**config.mk**
```make
export PLATFORM = sky130hd
export DESIGN_NAME = signed_decimal_to_seven_segment
export DESIGN_NICKNAME = d
export VERILOG_FILES = /design/src/rtl/sdss_pkg.sv /design/src/rtl/sdss_dabble_stage.sv /design/src/rtl/signed_decimal_to_seven_segment.sv
export SDC_FILE = /design/constraint.sdc
export NUM_CORES = 1
export LEC_CHECK = 0
export BUFFER_PORTS_ARGS = -buffer_cell sky130_fd_sc_hd__buf_2
export CAP_MARGIN = 0
export CORE_MARGIN = 5
export CORE_UTILIZATION = 45
export CTS_CLUSTER_DIAMETER = 50
export CTS_CLUSTER_SIZE = 16
export DETAILED_ROUTE_END_ITERATION = 8
export SLEW_MARGIN = 20
export SYNTH_ARGS = -nofsm -noshare
export SYNTH_HDL_FRONTEND = slang
export SYNTH_SLANG_ARGS = --single-unit
export TNS_END_PERCENT = 1
```
**constraint.sdc**
```tcl
create_clock -name i_clk -period 12.7 [get_ports i_clk]
set_input_delay 1.27 -clock i_clk [delete_from_list [all_inputs] [get_ports i_clk]]
set_output_delay 1.27 -clock i_clk [all_outputs]
set_load 0.01 [all_outputs]
```
**src/rtl/sdss_pkg.sv**
```systemverilog
// Package for the signed decimal to seven-segment formatter.
// Holds widths, character codes and the segment table. No dependencies.
`timescale 1ns / 1ps
`default_nettype none
package sdss_pkg;
    localparam int MaxDigitsDefault = 8;
    localparam int ValueBitsDefault = 32;
    localparam int CodeW = 5;
    localparam int SegW = 7;
    localparam int CfgW = 4;
    localparam logic [CodeW-1:0] CODE_ZERO = 5'd1;
    localparam logic [CodeW-1:0] CODE_MINUS = 5'd11;
    localparam logic [CfgW-1:0] REG_DIGIT_COUNT = 4'd0;
    localparam logic [CfgW-1:0] REG_DOT_COUNT = 4'd1;

    function automatic logic [SegW-1:0] seg_of(input logic [CodeW-1:0] code);
        logic [SegW-1:0] s;
        case (code)
            5'd0: s = 7'h00;
            5'd1: s = 7'h3F;
            5'd2: s = 7'h06;
            5'd3: s = 7'h5B;
            5'd4: s = 7'h4F;
            5'd5: s = 7'h66;
            5'd6: s = 7'h6D;
            5'd7: s = 7'h7D;
            5'd8: s = 7'h07;
            5'd9: s = 7'h7F;
            5'd10: s = 7'h6F;
            5'd11: s = 7'h40;
            5'd12: s = 7'h77;
            5'd13: s = 7'h7C;
            5'd14: s = 7'h39;
            5'd15: s = 7'h5E;
            5'd16: s = 7'h79;
            5'd17: s = 7'h71;
            5'd18: s = 7'h76;
            5'd19: s = 7'h38;
            5'd20: s = 7'h54;
            5'd21: s = 7'h73;
            5'd22: s = 7'h50;
            5'd23: s = 7'h78;
            5'd24: s = 7'h3E;
            5'd25: s = 7'h1E;
            5'd26: s = 7'h6E;
            5'd27: s = 7'h5B;
            default: s = 7'h00;
        endcase
        return s;
    endfunction
endpackage
`default_nettype wire

```
**src/rtl/sdss_dabble_stage.sv**
```systemverilog
// One register stage of the double-dabble binary to BCD conversion.
// Shifts STEP bits of the binary word into the BCD digits; uses sdss_pkg.
`timescale 1ns / 1ps
`default_nettype none
module sdss_dabble_stage #(
    parameter int BinW = 32,
    parameter int BcdW = 40,
    parameter int Step = 4
) (
    input  wire logic                i_clk,
    input  wire logic                i_rst_n,
    input  wire logic                i_en,
    input  wire logic                i_valid,
    input  wire logic [BinW-1:0]     i_bin,
    input  wire logic [BcdW-1:0]     i_bcd,
    input  wire logic                i_neg,
    input  wire logic [sdss_pkg::CodeW-1:0] i_fill,
    output logic                     o_valid,
    output logic [BinW-1:0]          o_bin,
    output logic [BcdW-1:0]          o_bcd,
    output logic                     o_neg,
    output logic [sdss_pkg::CodeW-1:0] o_fill
);
    import sdss_pkg::*;
    localparam int NDig = BcdW / 4;
    logic [BinW-1:0] n_bin;
    logic [BcdW-1:0] n_bcd;

    always_comb begin
        n_bin = i_bin;
        n_bcd = i_bcd;
        for (int s = 0; s < Step; s++) begin
            for (int d = 0; d < NDig; d++) begin
                if (n_bcd[d*4 +: 4] > 4'd4) begin
                    n_bcd[d*4 +: 4] = n_bcd[d*4 +: 4] + 4'd3;
                end
            end
            n_bcd = {n_bcd[BcdW-2:0], n_bin[BinW-1]};
            n_bin = {n_bin[BinW-2:0], 1'b0};
        end
    end

    always_ff @(posedge i_clk) begin
        if (!i_rst_n) begin
            o_valid <= 1'b0;
        end else if (i_en) begin
            o_valid <= i_valid;
        end
        if (i_en) begin
            o_bin  <= n_bin;
            o_bcd  <= n_bcd;
            o_neg  <= i_neg;
            o_fill <= i_fill;
        end
    end
endmodule
`default_nettype wire

```
**src/rtl/signed_decimal_to_seven_segment.sv**
```systemverilog
// Signed decimal to seven-segment formatter, top level.
// A request passes stage 0, the dabble stages and the emitter register before its first position.
// One position per cycle unless i_stall; digit_count positions (1..MaxDigits) per request.
// The conversion pipeline takes a request every cycle unless o_stall; the emitter holds it.
// Synchronous active-low reset: digit_count 4, dot_count 0, pipeline empty.
`timescale 1ns / 1ps
`default_nettype none
module signed_decimal_to_seven_segment #(
    parameter int MaxDigits = sdss_pkg::MaxDigitsDefault,
    parameter int ValueBits = sdss_pkg::ValueBitsDefault
) (
    input  wire logic        i_clk,
    input  wire logic        i_rst_n,
    input  wire logic        i_cfg_we,
    input  wire logic [sdss_pkg::CfgW-1:0] i_cfg_index,
    input  wire logic [sdss_pkg::CfgW-1:0] i_cfg_data,
    input  wire logic        i_valid,
    output logic             o_stall,
    input  wire logic [31:0] i_signed_value,
    input  wire logic [4:0]  i_fill_code,
    output logic             o_valid,
    input  wire logic        i_stall,
    output logic [2:0]       o_position,
    output logic [4:0]       o_char_code,
    output logic [6:0]       o_segments,
    output logic             o_dot_on,
    output logic             o_last
);
    import sdss_pkg::*;
    localparam int Step = 4;
    localparam int NStage = (ValueBits + Step - 1) / Step;
    localparam int BinW = NStage * Step;
    localparam int NBcd = 10;
    localparam int BcdW = NBcd * 4;

    logic [CfgW-1:0] r_digit_count, r_dot_count;
    always_ff @(posedge i_clk) begin
        if (!i_rst_n) begin
            r_digit_count <= 4'd4;
            r_dot_count   <= 4'd0;
        end else if (i_cfg_we) begin
            if (i_cfg_index == REG_DIGIT_COUNT) r_digit_count <= i_cfg_data;
            if (i_cfg_index == REG_DOT_COUNT)   r_dot_count <= i_cfg_data;
        end
    end

    // Pipeline advance: the final stage feeds the emitter register.
    logic w_adv;

    // Stage 0: magnitude.
    logic                 r_v0, r_neg0;
    logic [BinW-1:0]      r_mag0;
    logic [CodeW-1:0]     r_fill0;
    logic [ValueBits-1:0] w_raw, w_mag;
    assign w_raw = i_signed_value[ValueBits-1:0];
    assign w_mag = w_raw[ValueBits-1] ? (~w_raw + 1'b1) : w_raw;
    assign o_stall = !w_adv;

    always_ff @(posedge i_clk) begin
        if (!i_rst_n) begin
            r_v0 <= 1'b0;
        end else if (w_adv) begin
            r_v0 <= i_valid;
        end
        if (w_adv) begin
            r_neg0  <= w_raw[ValueBits-1];
            r_mag0  <= BinW'({1'b0, w_mag}) << (BinW - ValueBits);
            r_fill0 <= i_fill_code;
        end
    end

    logic                 w_v   [NStage+1];
    logic [BinW-1:0]      w_bin [NStage+1];
    logic [BcdW-1:0]      w_bcd [NStage+1];
    logic                 w_neg [NStage+1];
    logic [CodeW-1:0]     w_fill[NStage+1];
    assign w_v[0] = r_v0;
    assign w_bin[0] = r_mag0;
    assign w_bcd[0] = '0;
    assign w_neg[0] = r_neg0;
    assign w_fill[0] = r_fill0;

    for (genvar g = 0; g < NStage; g++) begin : g_stage
        sdss_dabble_stage #(.BinW(BinW), .BcdW(BcdW), .Step(Step)) u_stage (
            .i_clk(i_clk), .i_rst_n(i_rst_n), .i_en(w_adv),
            .i_valid(w_v[g]), .i_bin(w_bin[g]), .i_bcd(w_bcd[g]),
            .i_neg(w_neg[g]), .i_fill(w_fill[g]),
            .o_valid(w_v[g+1]), .o_bin(w_bin[g+1]), .o_bcd(w_bcd[g+1]),
            .o_neg(w_neg[g+1]), .o_fill(w_fill[g+1])
        );
    end

    // Digit count of the last stage's value: highest nonzero BCD digit.
    logic [3:0] w_ndig;
    always_comb begin
        w_ndig = 4'd1;
        for (int d = 0; d < NBcd; d++) begin
            if (w_bcd[NStage][d*4 +: 4] != 4'd0) w_ndig = 4'(d + 1);
        end
    end

    // Emitter: holds one converted request and walks its positions.
    logic             r_busy;
    logic [BcdW-1:0]  r_bcd;
    logic [3:0]       r_ndig;
    logic             r_neg;
    logic [CodeW-1:0] r_fill;
    logic [2:0]       r_pos;
    logic [3:0]       w_n;
    logic             w_take, w_done;

    assign w_n = (r_digit_count == 4'd0) ? 4'd1 :
                 (r_digit_count > 4'(MaxDigits)) ? 4'(MaxDigits) : r_digit_count;
    assign w_done = r_busy && !i_stall && ({1'b0, r_pos} == w_n - 4'd1);
    assign w_adv = !w_v[NStage] || !r_busy || w_done;
    assign w_take = w_adv && w_v[NStage];

    always_ff @(posedge i_clk) begin
        if (!i_rst_n) begin
            r_busy <= 1'b0;
            r_pos  <= 3'd0;
        end else if (w_take) begin
            r_busy <= 1'b1;
            r_pos  <= 3'd0;
        end else if (w_done) begin
            r_busy <= 1'b0;
            r_pos  <= 3'd0;
        end else if (r_busy && !i_stall) begin
            r_pos <= r_pos + 3'd1;
        end
        if (w_take) begin
            r_bcd  <= w_bcd[NStage];
            r_ndig <= w_ndig;
            r_neg  <= w_neg[NStage];
            r_fill <= w_fill[NStage];
        end
    end

    // Position p shows digit k = n-1-p from the right.
    logic [3:0]       w_k, w_used;
    logic [CodeW-1:0] w_code;
    logic [3:0]       w_dig;
    always_comb begin
        w_k = w_n - 4'd1 - {1'b0, r_pos};
        w_used = (r_ndig < w_n) ? r_ndig : w_n;
        w_dig = r_bcd[w_k*4 +: 4];
        if (w_k < w_used) begin
            w_code = CODE_ZERO + {1'b0, w_dig};
        end else if (r_neg && w_k == r_ndig) begin
            w_code = CODE_MINUS;
        end else begin
            w_code = r_fill;
        end
    end

    assign o_valid     = r_busy;
    assign o_position  = r_pos;
    assign o_char_code = w_code;
    assign o_segments  = seg_of(w_code);
    assign o_dot_on    = ({1'b0, r_pos} < r_dot_count);
    assign o_last      = ({1'b0, r_pos} == w_n - 4'd1);
endmodule
`default_nettype wire
```
-- Word-level counts from Yosys, hierarchy flattened
Memory sizes are Yosys's and may differ from the RTL's.
Index checks and enable logic that the tools add are counted.
- bits in registers: 549
- bits in read-only memories: 224
- bits of input ports: 50
- output and inout bits: 19
- logic and storage cells: 908
- memories: 1
- add/subtract/negate cells: 270
- magnitude comparators: 269
- eq/ne operators: 3
- shift operators: 1
- multiplexer cells: 281
- bitwise operators: 2
- reductions and logical operators: 26
- memory list (memory ; depth ; bits a word ; read ports ; clocked after Yosys merged registers in ; write ports ; RTL line ; source):
    (name not given) ; 32 ; 7 ; 1 ; 0 ; 0 ; sdss_pkg.sv:18 ; case (code)
- operators with widths (cell ; count):
    > comparator 4 x 3 -> 1 bit (second input constant) ; 255
    2-to-1 mux 4 bit ; 249
    adder 4 x 2 -> 4 bit (second input constant) ; 234
    2-to-1 mux 3 bit ; 22
    adder 3 x 2 -> 3 bit (second input constant) ; 21
    indexed part select 40 x 7 -> 4 bit ; 1
    nonzero test 4 bit ; 9
    adder 32 x 1 -> 32 bit (second input constant) ; 1
    NOT 32 bit ; 1
    2-to-1 mux 31 bit ; 1
    adder 1 x 2 -> 3 bit (second input constant) ; 8
    > comparator 1 x 3 -> 1 bit (second input constant) ; 8
    2-to-1 mux 5 bit ; 2
    zero test 4 bit ; 2
    < comparator 4 bit ; 2
    adder 1 x 2 -> 3 bit (both inputs constant) ; 2
    > comparator 1 x 3 -> 1 bit (both inputs constant) ; 2
    2-to-1 mux 2 bit ; 3
    OR reduction 3 bit ; 2
    adder 1 x 4 -> 5 bit (first input constant) ; 1
    == test 3 x 4 -> 1 bit ; 1
    == test 4 x 1 -> 1 bit (second input constant) ; 1
    == test 4 bit ; 1
    > comparator 4 bit (second input constant) ; 1
    other kinds (11) ; 22

-- Depth between registers and ports, before layout
Gate-level depths: netlist (run 1).
An unclocked memory read counts as a cell.
- depth in word-level cells: 10
- mapped depth: 21
- mapped depth without buffers: 20

-- Cells and area by module
From an unflattened synthesis (run 1), not the netlist that was laid out.
- cells, all modules: 8009
- area, all modules: 66547.6 sq um
- by module, submodules not included (module ; instances ; cells each ; area an instance (sq um) ; sequential area each (sq um)):
    sdss_dabble_stage (g_stage[1].u_stage ...) ; 6 ; 934 ; 7537.2 ; 2242.2
    sdss_dabble_stage (g_stage[7].u_stage) ; 1 ; 982 ; 7991.4 ; 2242.2
    sdss_dabble_stage (g_stage[0].u_stage) ; 1 ; 960 ; 7816.2 ; 2242.2
    signed_decimal_to_seven_segment ; 1 ; 463 ; 5516.5 ; 2902.8

-- Least setup slack after synthesis (run 1)
OpenSTA, ideal clock, no wires.
- kind: reg-to-output
- start point: reg r_digit_count[1]
- end point: out o_stall
- data arrival time: 12.830 ns
- required time: 11.430 ns
- path slack: -1.400 ns
- cell stages (with the launch flop): 11
- buffers on the path: 2
- cells stage by stage: dfxtp_1 nor2_1 o21ai_1 inv_1 ha_1 buf_4 buf_4 and3_1 a21boi_0 nand2_1 clkinv_1
- word-level cells in the longest chain between the ends: 8
- elaborated cells between the ends (all ways): 9
- classes of those cells: 1 x add/sub; 1 x order compare; 1 x eq/ne; 2 x mux; 4 x reduce/logical
- RTL lines (element ; RTL line ; source):
    start: declaration ; signed_decimal_to_seven_segment.sv:36 ; logic [CfgW-1:0] r_digit_count, r_dot_count;
    start signal: assignment ; signed_decimal_to_seven_segment.sv:42 ; if (i_cfg_index == REG_DIGIT_COUNT) r_digit_count <= i_cfg_data;
    > comparator 4 bit ; signed_decimal_to_seven_segment.sv:113 ; (r_digit_count > 4'(MaxDigits)) ? 4'(MaxDigits) : r_digit_count;
    2-to-1 mux 4 bit ; signed_decimal_to_seven_segment.sv:113 ;
    2-to-1 mux 4 bit (*) ; signed_decimal_to_seven_segment.sv:112 ; assign w_n = (r_digit_count == 4'd0) ? 4'd1 :
    subtractor 4 x 1 -> 4 bit (*) ; - ;
    == test 3 x 4 -> 1 bit (*) ; - ;
    net o_last ; signed_decimal_to_seven_segment.sv:27 ; output logic o_last
    logical AND 1 bit (*) ; signed_decimal_to_seven_segment.sv:114 ; assign w_done = r_busy && !i_stall && ({1'b0, r_pos} == w_n - 4'd1);
    logical OR 1 bit (*) ; signed_decimal_to_seven_segment.sv:115 ; assign w_adv = !w_v[NStage] || !r_busy || w_done;
    zero test 1 bit (*) ; signed_decimal_to_seven_segment.sv:57 ; assign o_stall = !w_adv;
    end: declaration ; signed_decimal_to_seven_segment.sv:18 ; output logic o_stall,
The timed path passes the listed nets; every way through them passes the cells marked *.

-- Worst setup path after layout (run 1)
- start point: reg r_digit_count[2]
- end point: out o_segments[1]
- word-level cells in the longest chain between the ends: 10
- elaborated cells between the ends (all ways): 16
- classes of those cells: 3 x add/sub; 3 x order compare; 1 x eq/ne; 1 x shift; 5 x mux; 2 x reduce/logical; 1 x memory
- RTL lines (element ; RTL line ; source):
    > comparator 4 bit ; signed_decimal_to_seven_segment.sv:113 ;
    2-to-1 mux 4 bit ; signed_decimal_to_seven_segment.sv:113 ;
    2-to-1 mux 4 bit (*) ; signed_decimal_to_seven_segment.sv:112 ;
    parallel branches: the longest is 5 deep, another holds adder 1 x 4 -> 5 bit ; - ;
    2-to-1 mux 5 bit (*) ; signed_decimal_to_seven_segment.sv:147 ; if (w_k < w_used) begin
    memory read (32 x 7 bit) (*) ; - ;
    end: declaration ; signed_decimal_to_seven_segment.sv:25 ; output logic [6:0] o_segments,
Mark *: on every way between the ends.

==> results.tsv, run 1 <==
stage	metric	value	unit
status	outcome	finished clean	
global_routing	first_global_vias	20500	
clock_network	clk_latency	600	ps
synthesis	syn_avg_cell_area	11.1	um2
synthesis	synth_fa_ha_area_share	11.1	%
die	die_w	270	um
route	drtIter0Drc	794	
synthesis	synth_nets	3063	
clock_network	cts_tree	yes	
timing	slew_headroom	25.3	%
global_routing	grt-ovfl-total	0	
timing	fin_crit_sh	53.5	%
final_layout	final_cell_mix	edfxtp_1, ha_1, inv_1	
synthesis	synth_top_family_by_area	compound AO/OA/AOI/OAI gates	
synthesis	synth_xor_area_share	5.05	%
die	rows	95	
route	ant_nets	0	
clock_network	cts_resized	0	
synthesis	synth_edf_count	433	
timing	fmax	147	MHz
route	drt_pass1_iterations	5	
route	routedWlPerCell	13.5	um
route	vias_per_cell	5.40	
final_layout	fill_cells	5794	
synthesis	netlist_area	30400	um2
setup_path	start_kind	flip-flop	
synthesis	synth_mux_area_share	9.56	%
setup_path	startpoint	r_digit_count[2]	
clock_network	cts_buffers	67	
placed_design	dp.final_hpwl	37800	um
setup_path	reg2regPathDepth	8	
die	die-area	72900	um2
setup_path	crit_type	flip-flop to output pin	
synthesis	async_flop_share	0	%
die	floorplan.core_area	67200	um2
global_routing	grt_pass1_wl	88500	um
synthesis	ys_ff_latch	454	
synthesis	synth_compound_area_share	14.8	%
setup_path	path_max_fanout	7	
setup_path	reg2reg_setup_slack	8060	ps
global_routing	antenna_found_initial	0	
synthesis	ys_seq_area_share	44.1	%
timing	hold_viol_final	0	
synthesis	ys_top_cells_by_area	edfxtp_1, ha_1, mux2i_1, mux2_2, xnor2_1	
setup_path	cp.required	11430	ps
clock_network	cts-hold-fix-buffers	0	
die	boundaryPins	69	
clock_network	h-tree-depth	3	
placed_design	gp_congestion	0.819	
route	via_count	20500	
synthesis	synth_top_flop_cell	edfxtp_1	
die	die_height	270	um
clock_network	clock-sinks	454	
timing	drv_slew	0	
synthesis	yosysTopAreaCellShare	42.7	%
synthesis	synthSimpleGateAreaFrac	12.8	%
worst_hold_path	hold_class	flip-flop to flip-flop	
route	wl	51100	um
final_layout	area_delta_synth_final	12.2	%
final_layout	finalNetCount	3192	
timing	setup_viol_count_final	0	
timing	skew	30.7	ps
final_layout	layout_commonest_cell	edfxtp_1	
setup_path	rr_endpoint	g_stage[2].u_stage.o_bcd[13]	
setup_path	crit_end	o_segments[1]	
final_layout	final_layout_size_suffix_gt1_share	13.5	%
synthesis	ys_warn_count	0	
route	drc_errors	0	
synthesis	synthDistinctLibCells	100	
timing	worst_pin_slew	1120	ps
timing	rsz0062_at_grt	false	
clock_network	cts_setup_buffers	0	
setup_path	r2r-start	r_digit_count[2]	
global_routing	grt_max_degree	204	
clock_network	clock_tree.root_cell	clkbuf_16	
die	initial_utilization	45.3	%
timing	finalSetupTns	0	ps
final_layout	antennaDiodeCount	0	
placed_design	port_buffers	68	
clock_network	path_clk_slew	70	ps
setup_path	cp-end-kind	output pin	
synthesis	netlist_instances	2743	
timing	fin_crit	6790	ps
clock_network	clk_path_buf_depth	3	
synthesis	yosysTopAreaCell	edfxtp_1	
flow_run	cap_violations	0	
global_routing	grtUsageTotal	13.8	%
setup_path	crit_arrival	5520	ps
[through the flow]
stage	utilization [%]	instances	worst slack [ps]	area [um2]	hold slack [ps]
after global placement	47.5	3676	6670	31900	400
final	50.9	3795	5910	34200	410
after global routing	50.9	3795	5470	34200	422
after detailed placement	47.5	3676	6620	31900	405
after CTS	50.9	3795	5950	34200	413
after floorplan	-	2743	3330	30400	400
[Yosys cell counts, drive strengths merged (30+ instances only)]
master and number:
xor2 74, ha 269, a31oi 39, a21boi 65, or3 34, nor2 140
mux2i 147, nand2b 65, o21ai 161, o21a 33, edfxtp 433, inv 198
nand2 128, nor3 41, and2 43, or2 41, mux2 112, nor2b 30
o211ai 35, and3 48, a21o 41, a21oi 160, xnor2 98
[kinds of logic after synthesis]
group | count (synthesis)
xor gates and xnor gates | 173
AOI/OAI and AO/OA | 663
DFF | 454
adders and majority gates | 270
buffers and inverters | 210
muxes | 266
and+or+nand+nor | 707
[flip-flops by register name, indices dropped and copies added (netlist names), 4 cells and up]
signal / cells
g_stage.u_stage.o_bcd: 185
g_stage.u_stage.o_bin: 112
g_stage.u_stage.o_fill: 40
g_stage.u_stage.o_neg: 8
g_stage.u_stage.o_valid: 8
r_bcd: 40
r_digit_count: 4
r_dot_count: 4
r_fill: 5
r_fill0: 5
r_mag0: 32
r_ndig: 4
[per-layer routing]
metal / vias to the layer above / global-route usage, % / routed length, um
li1: 10500 / - / -
met1: 9618 / 15.3 / 21400
met2: 242 / 26.2 / 26500
met3: 109 / 2.38 / 1530
met4: 0 / 5.31 / 1610
met5: - / 0 / 0
[area by class of cell]
| class | count | area, um2 | area share, % |
|---|---|---|---|
| clock buffer | 73 | 1720 | 5.04 |
| clock inverter | 46 | 572 | 1.67 |
| inverter | 199 | 747 | 2.19 |
| multi-input combinational | 2079 | 16200 | 47.5 |
| sequential | 454 | 13400 | 39.3 |
| tap | 873 | 1090 | 3.20 |
| timing repair buffer | 71 | 375 | 1.10 |
[worst min path at each step]
| stage | slack, ps | depth (start not counted) | from | to |
|---|---|---|---|---|
| after floorplan | 400 | 0 | r_mag0[28] | g_stage[0].u_stage.o_bcd[0] |
| after global placement | 400 | 0 | g_stage[2].u_stage.o_bin[24] | g_stage[3].u_stage.o_bin[28] |
| after detailed placement | 400 | 0 | r_mag0[21] | g_stage[0].u_stage.o_bin[25] |
| after CTS | 410 | 0 | g_stage[0].u_stage.o_bin[24] | g_stage[1].u_stage.o_bin[28] |
| after global routing | 420 | 0 | g_stage[2].u_stage.o_fill[2] | g_stage[3].u_stage.o_fill[2] |
| final | 410 | 0 | g_stage[0].u_stage.o_bin[24] | g_stage[1].u_stage.o_bin[28] |
[critical path: stages (launching register included)]
cell	delay [ps]
dfxtp_1	380
nor2_1	50
o21ai_1	350
ha_1	230
xnor2_1	130
ha_1	350
a21oi_1	330
nand2_1	170
inv_1	210
ha_1	290
a21oi_1	170
o21ai_0	210
nor2_1	270
nor3_1	90
nor2_1	490
inv_1	210
ha_1	260
nand4_1	90
nand2_1	130
o31ai_1	240
a211oi_1	120
buf_2	160
Power of run 1 is not shown: default switching activity piles up to over one toggle a cycle in this logic, so the estimate is an artifact.
==> run 2: changes to the inputs <==
==> constraint.sdc (replaced) <==
create_clock -name i_clk -period 6.7 [get_ports i_clk]
set_input_delay 0.67 -clock i_clk [delete_from_list [all_inputs] [get_ports i_clk]]
set_output_delay 0.67 -clock i_clk [all_outputs]
set_load 0.01 [all_outputs]
==> run 2 against run 1 <==
  * Die area is the same
  * Worst setup slack lost 5300 ps
  * Worst hold slack lost 180 ps
  * Core utilization shrank 0.32 points
  * Count of clock-buffer cells in the layout shrank 10
  * Critical path type unchanged
  * Critical endpoint is now o_segments[2]
  * Highest routed layer unchanged
==> results.tsv, run 2 (same netlist as run 1, synthesis figures left out) <==
stage	metric	value	unit	change
final_layout	fill_cells	5849		+0.95%
die	die-area	72900	um2	unchanged
final_layout	largestRegisters	g_stage.u_stage.o_bcd: 185 flops, g_stage.u_stage.o_bin: 112 flops		
global_routing	grt_max_degree	109		-47%
timing	skew	20.4	ps	-10.3 ps
die	boundaryPins	69		unchanged
clock_network	cts-hold-fix-buffers	0		unchanged
global_routing	grtUsageTotal	14.0	%	+0.20 points
die	floorplan.core_area	67200	um2	unchanged
route	ant_nets	0		unchanged
timing	rsz0062_at_grt	false		
setup_path	start_kind	flip-flop		
placed_design	dp.final_hpwl	39100	um	+3.4%
setup_path	path_delay_family	simple AND/OR/NAND/NOR gates		
route	via_count	20400		-0.42%
clock_network	cts_tree	yes		
route	vias_per_cell	5.39		-0.24%
setup_path	crit_chain	nor2_1 > o21ai_1 > ha_1 > xnor2_1 > ha_1 > a21oi_1 > nand2_1 > inv_1 > ha_1 > a21oi_1 > o21ai_0 > nor2_1 > nor3_1 > nor2_1 > inv_1 > ha_1 > or3_1 > a31o_1 > buf_2		
placed_design	port_buffers	68		unchanged
timing	worst_pin_slew	1030	ps	-89.1 ps
setup_path	reg2regPathDepth	17		+9
clock_network	clk_latency	620	ps	+20 ps
timing	slew_headroom	30.6	%	+5.3 points
global_routing	first_global_vias	20300		-0.93%
timing	fin_crit	6100	ps	
placed_design	gp_congestion	0.792		-3.2%
die	rows	95		unchanged
global_routing	grt_pass1_wl	89300	um	+0.89%
timing	setup_viol_count_final	0		unchanged
timing	finalSetupTns	0	ps	unchanged
global_routing	grt-ovfl-total	0		unchanged
timing	fmax	164	MHz	
final_layout	final_cell_area	33900	um2	-0.64%
final_layout	multi_input_comb_area	16200	um2	unchanged
setup_path	crit_slowest_cell	nor2_1		
final_layout	top_register	g_stage.u_stage.o_bcd		
final_layout	seqCellArea	13400	um2	unchanged
setup_path	path_common_cell	ha_1		
clock_network	cts_buffers	60		-10%
route	routedWlPerCell	13.7	um	+2.0%
clock_network	cts_resized	0		unchanged
route	drc_errors	0		unchanged
timing	hold_viol_final	0		unchanged
final_layout	final_cell_mix	edfxtp_1, ha_1, inv_1		
placed_design	placed_area	31900	um2	about the same
final_layout	layout_commonest_cell	edfxtp_1		
final_layout	antennaDiodeCount	0		unchanged
clock_network	clk_path_buf_depth	3		unchanged
final_layout	fin_util	50.5	%	-0.32 points
clock_network	clock-sinks	454		unchanged
clock_network	cts_setup_buffers	0		unchanged
timing	fin_crit_sh	91.1	%	
final_layout	area_delta_synth_final	11.5	%	
setup_path	cp.required	6030	ps	-5400 ps
die	die_w	270	um	unchanged
timing	drv_slew	0		unchanged
clock_network	clock_tree.root_cell	clkbuf_16		
status	outcome	finished clean		
die	die_height	270	um	unchanged
die	initial_utilization	45.3	%	unchanged
clock_network	h-tree-depth	2		-1
worst_hold_path	hold_class	input port to flip-flop		
setup_path	path_depth	19		-9.5%
route	wl	52000	um	+1.8%
route	drtIter0Drc	704		-11%
setup_path	crit_type	flip-flop to output pin		
route	drt_pass1_iterations	5		unchanged
final_layout	final_layout_size_suffix_gt1_share	13.4	%	-0.10 points
clock_network	path_clk_slew	60	ps	about the same
setup_path	path_max_fanout	7		unchanged
worst_hold_path	hold_path_depth	1		+1
global_routing	antenna_found_initial	0		unchanged
setup_path	cp-end-kind	output pin		
flow_run	cap_violations	0		unchanged
final_layout	finalNetCount	3188		-0.13%
setup_path	crit_arrival	5430	ps	-90 ps
setup_path	crit_buf_inv	3		unchanged
final_layout	largest_reg_flops	185		unchanged
setup_path	critical-path-max-stage-delay	400	ps	-90 ps
==> run 2: worst reg2reg max path, cell delays in order, from the launching register on <==
cell      delay [ps]
edfxtp_1         410
inv_1            130
ha_1             240
inv_1             70
a21oi_1          290
xnor2_1          160
ha_1             230
or4_1            420
nand3_1          160
o21ai_1          110
xor2_1           230
ha_1             250
o21ai_0          340
xor2_1           290
ha_1             250
inv_1             50
a21oi_1          230
mux2i_1          230
==> run 2: area by class of cell <==
cell class | count | share of cell area [%]
clock inverters | 46 | 1.59
flip-flops and latches | 454 | 39.5
well taps | 873 | 3.22
multi-input cells | 2079 | 47.8
repair buffers | 74 | 1.17
clock buffers | 63 | 4.46
inverters | 199 | 2.20
==> run 2: path summary, 6_finish.rpt <==
check                                 end  slack (ps)                         start
min                            r_fill0[0]         230                i_fill_code[0]
max                         o_segments[2]         600              r_digit_count[1]
max reg2reg  g_stage[5].u_stage.o_bcd[18]        2450  g_stage[4].u_stage.o_bcd[12]
min reg2reg  g_stage[2].u_stage.o_bin[20]         410  g_stage[1].u_stage.o_bin[16]
==> run 2: per-layer routing <==
metal  share of wire [%]  vias to the layer above  global-route usage (%)
li1                    -                    10500                       -
met1                  41                     9639                    15.2
met2                  54                      181                    27.6
met3                 2.9                       81                    2.61
met4                 2.4                        0                    3.82
met5                   0                        -                       0
==> run 2: per-stage QoR <==
stage | worst slack, ps | std cells | hold slack, ps
after global routing | 151 | 3788 | 179
after global placement | 1170 | 3679 | 402
after CTS | 533 | 3788 | 187
final | 598 | 3788 | 228
after floorplan | 509 | 2743 | 400
after detailed placement | 1240 | 3679 | 405
Power of run 2 is left out for the same reason.
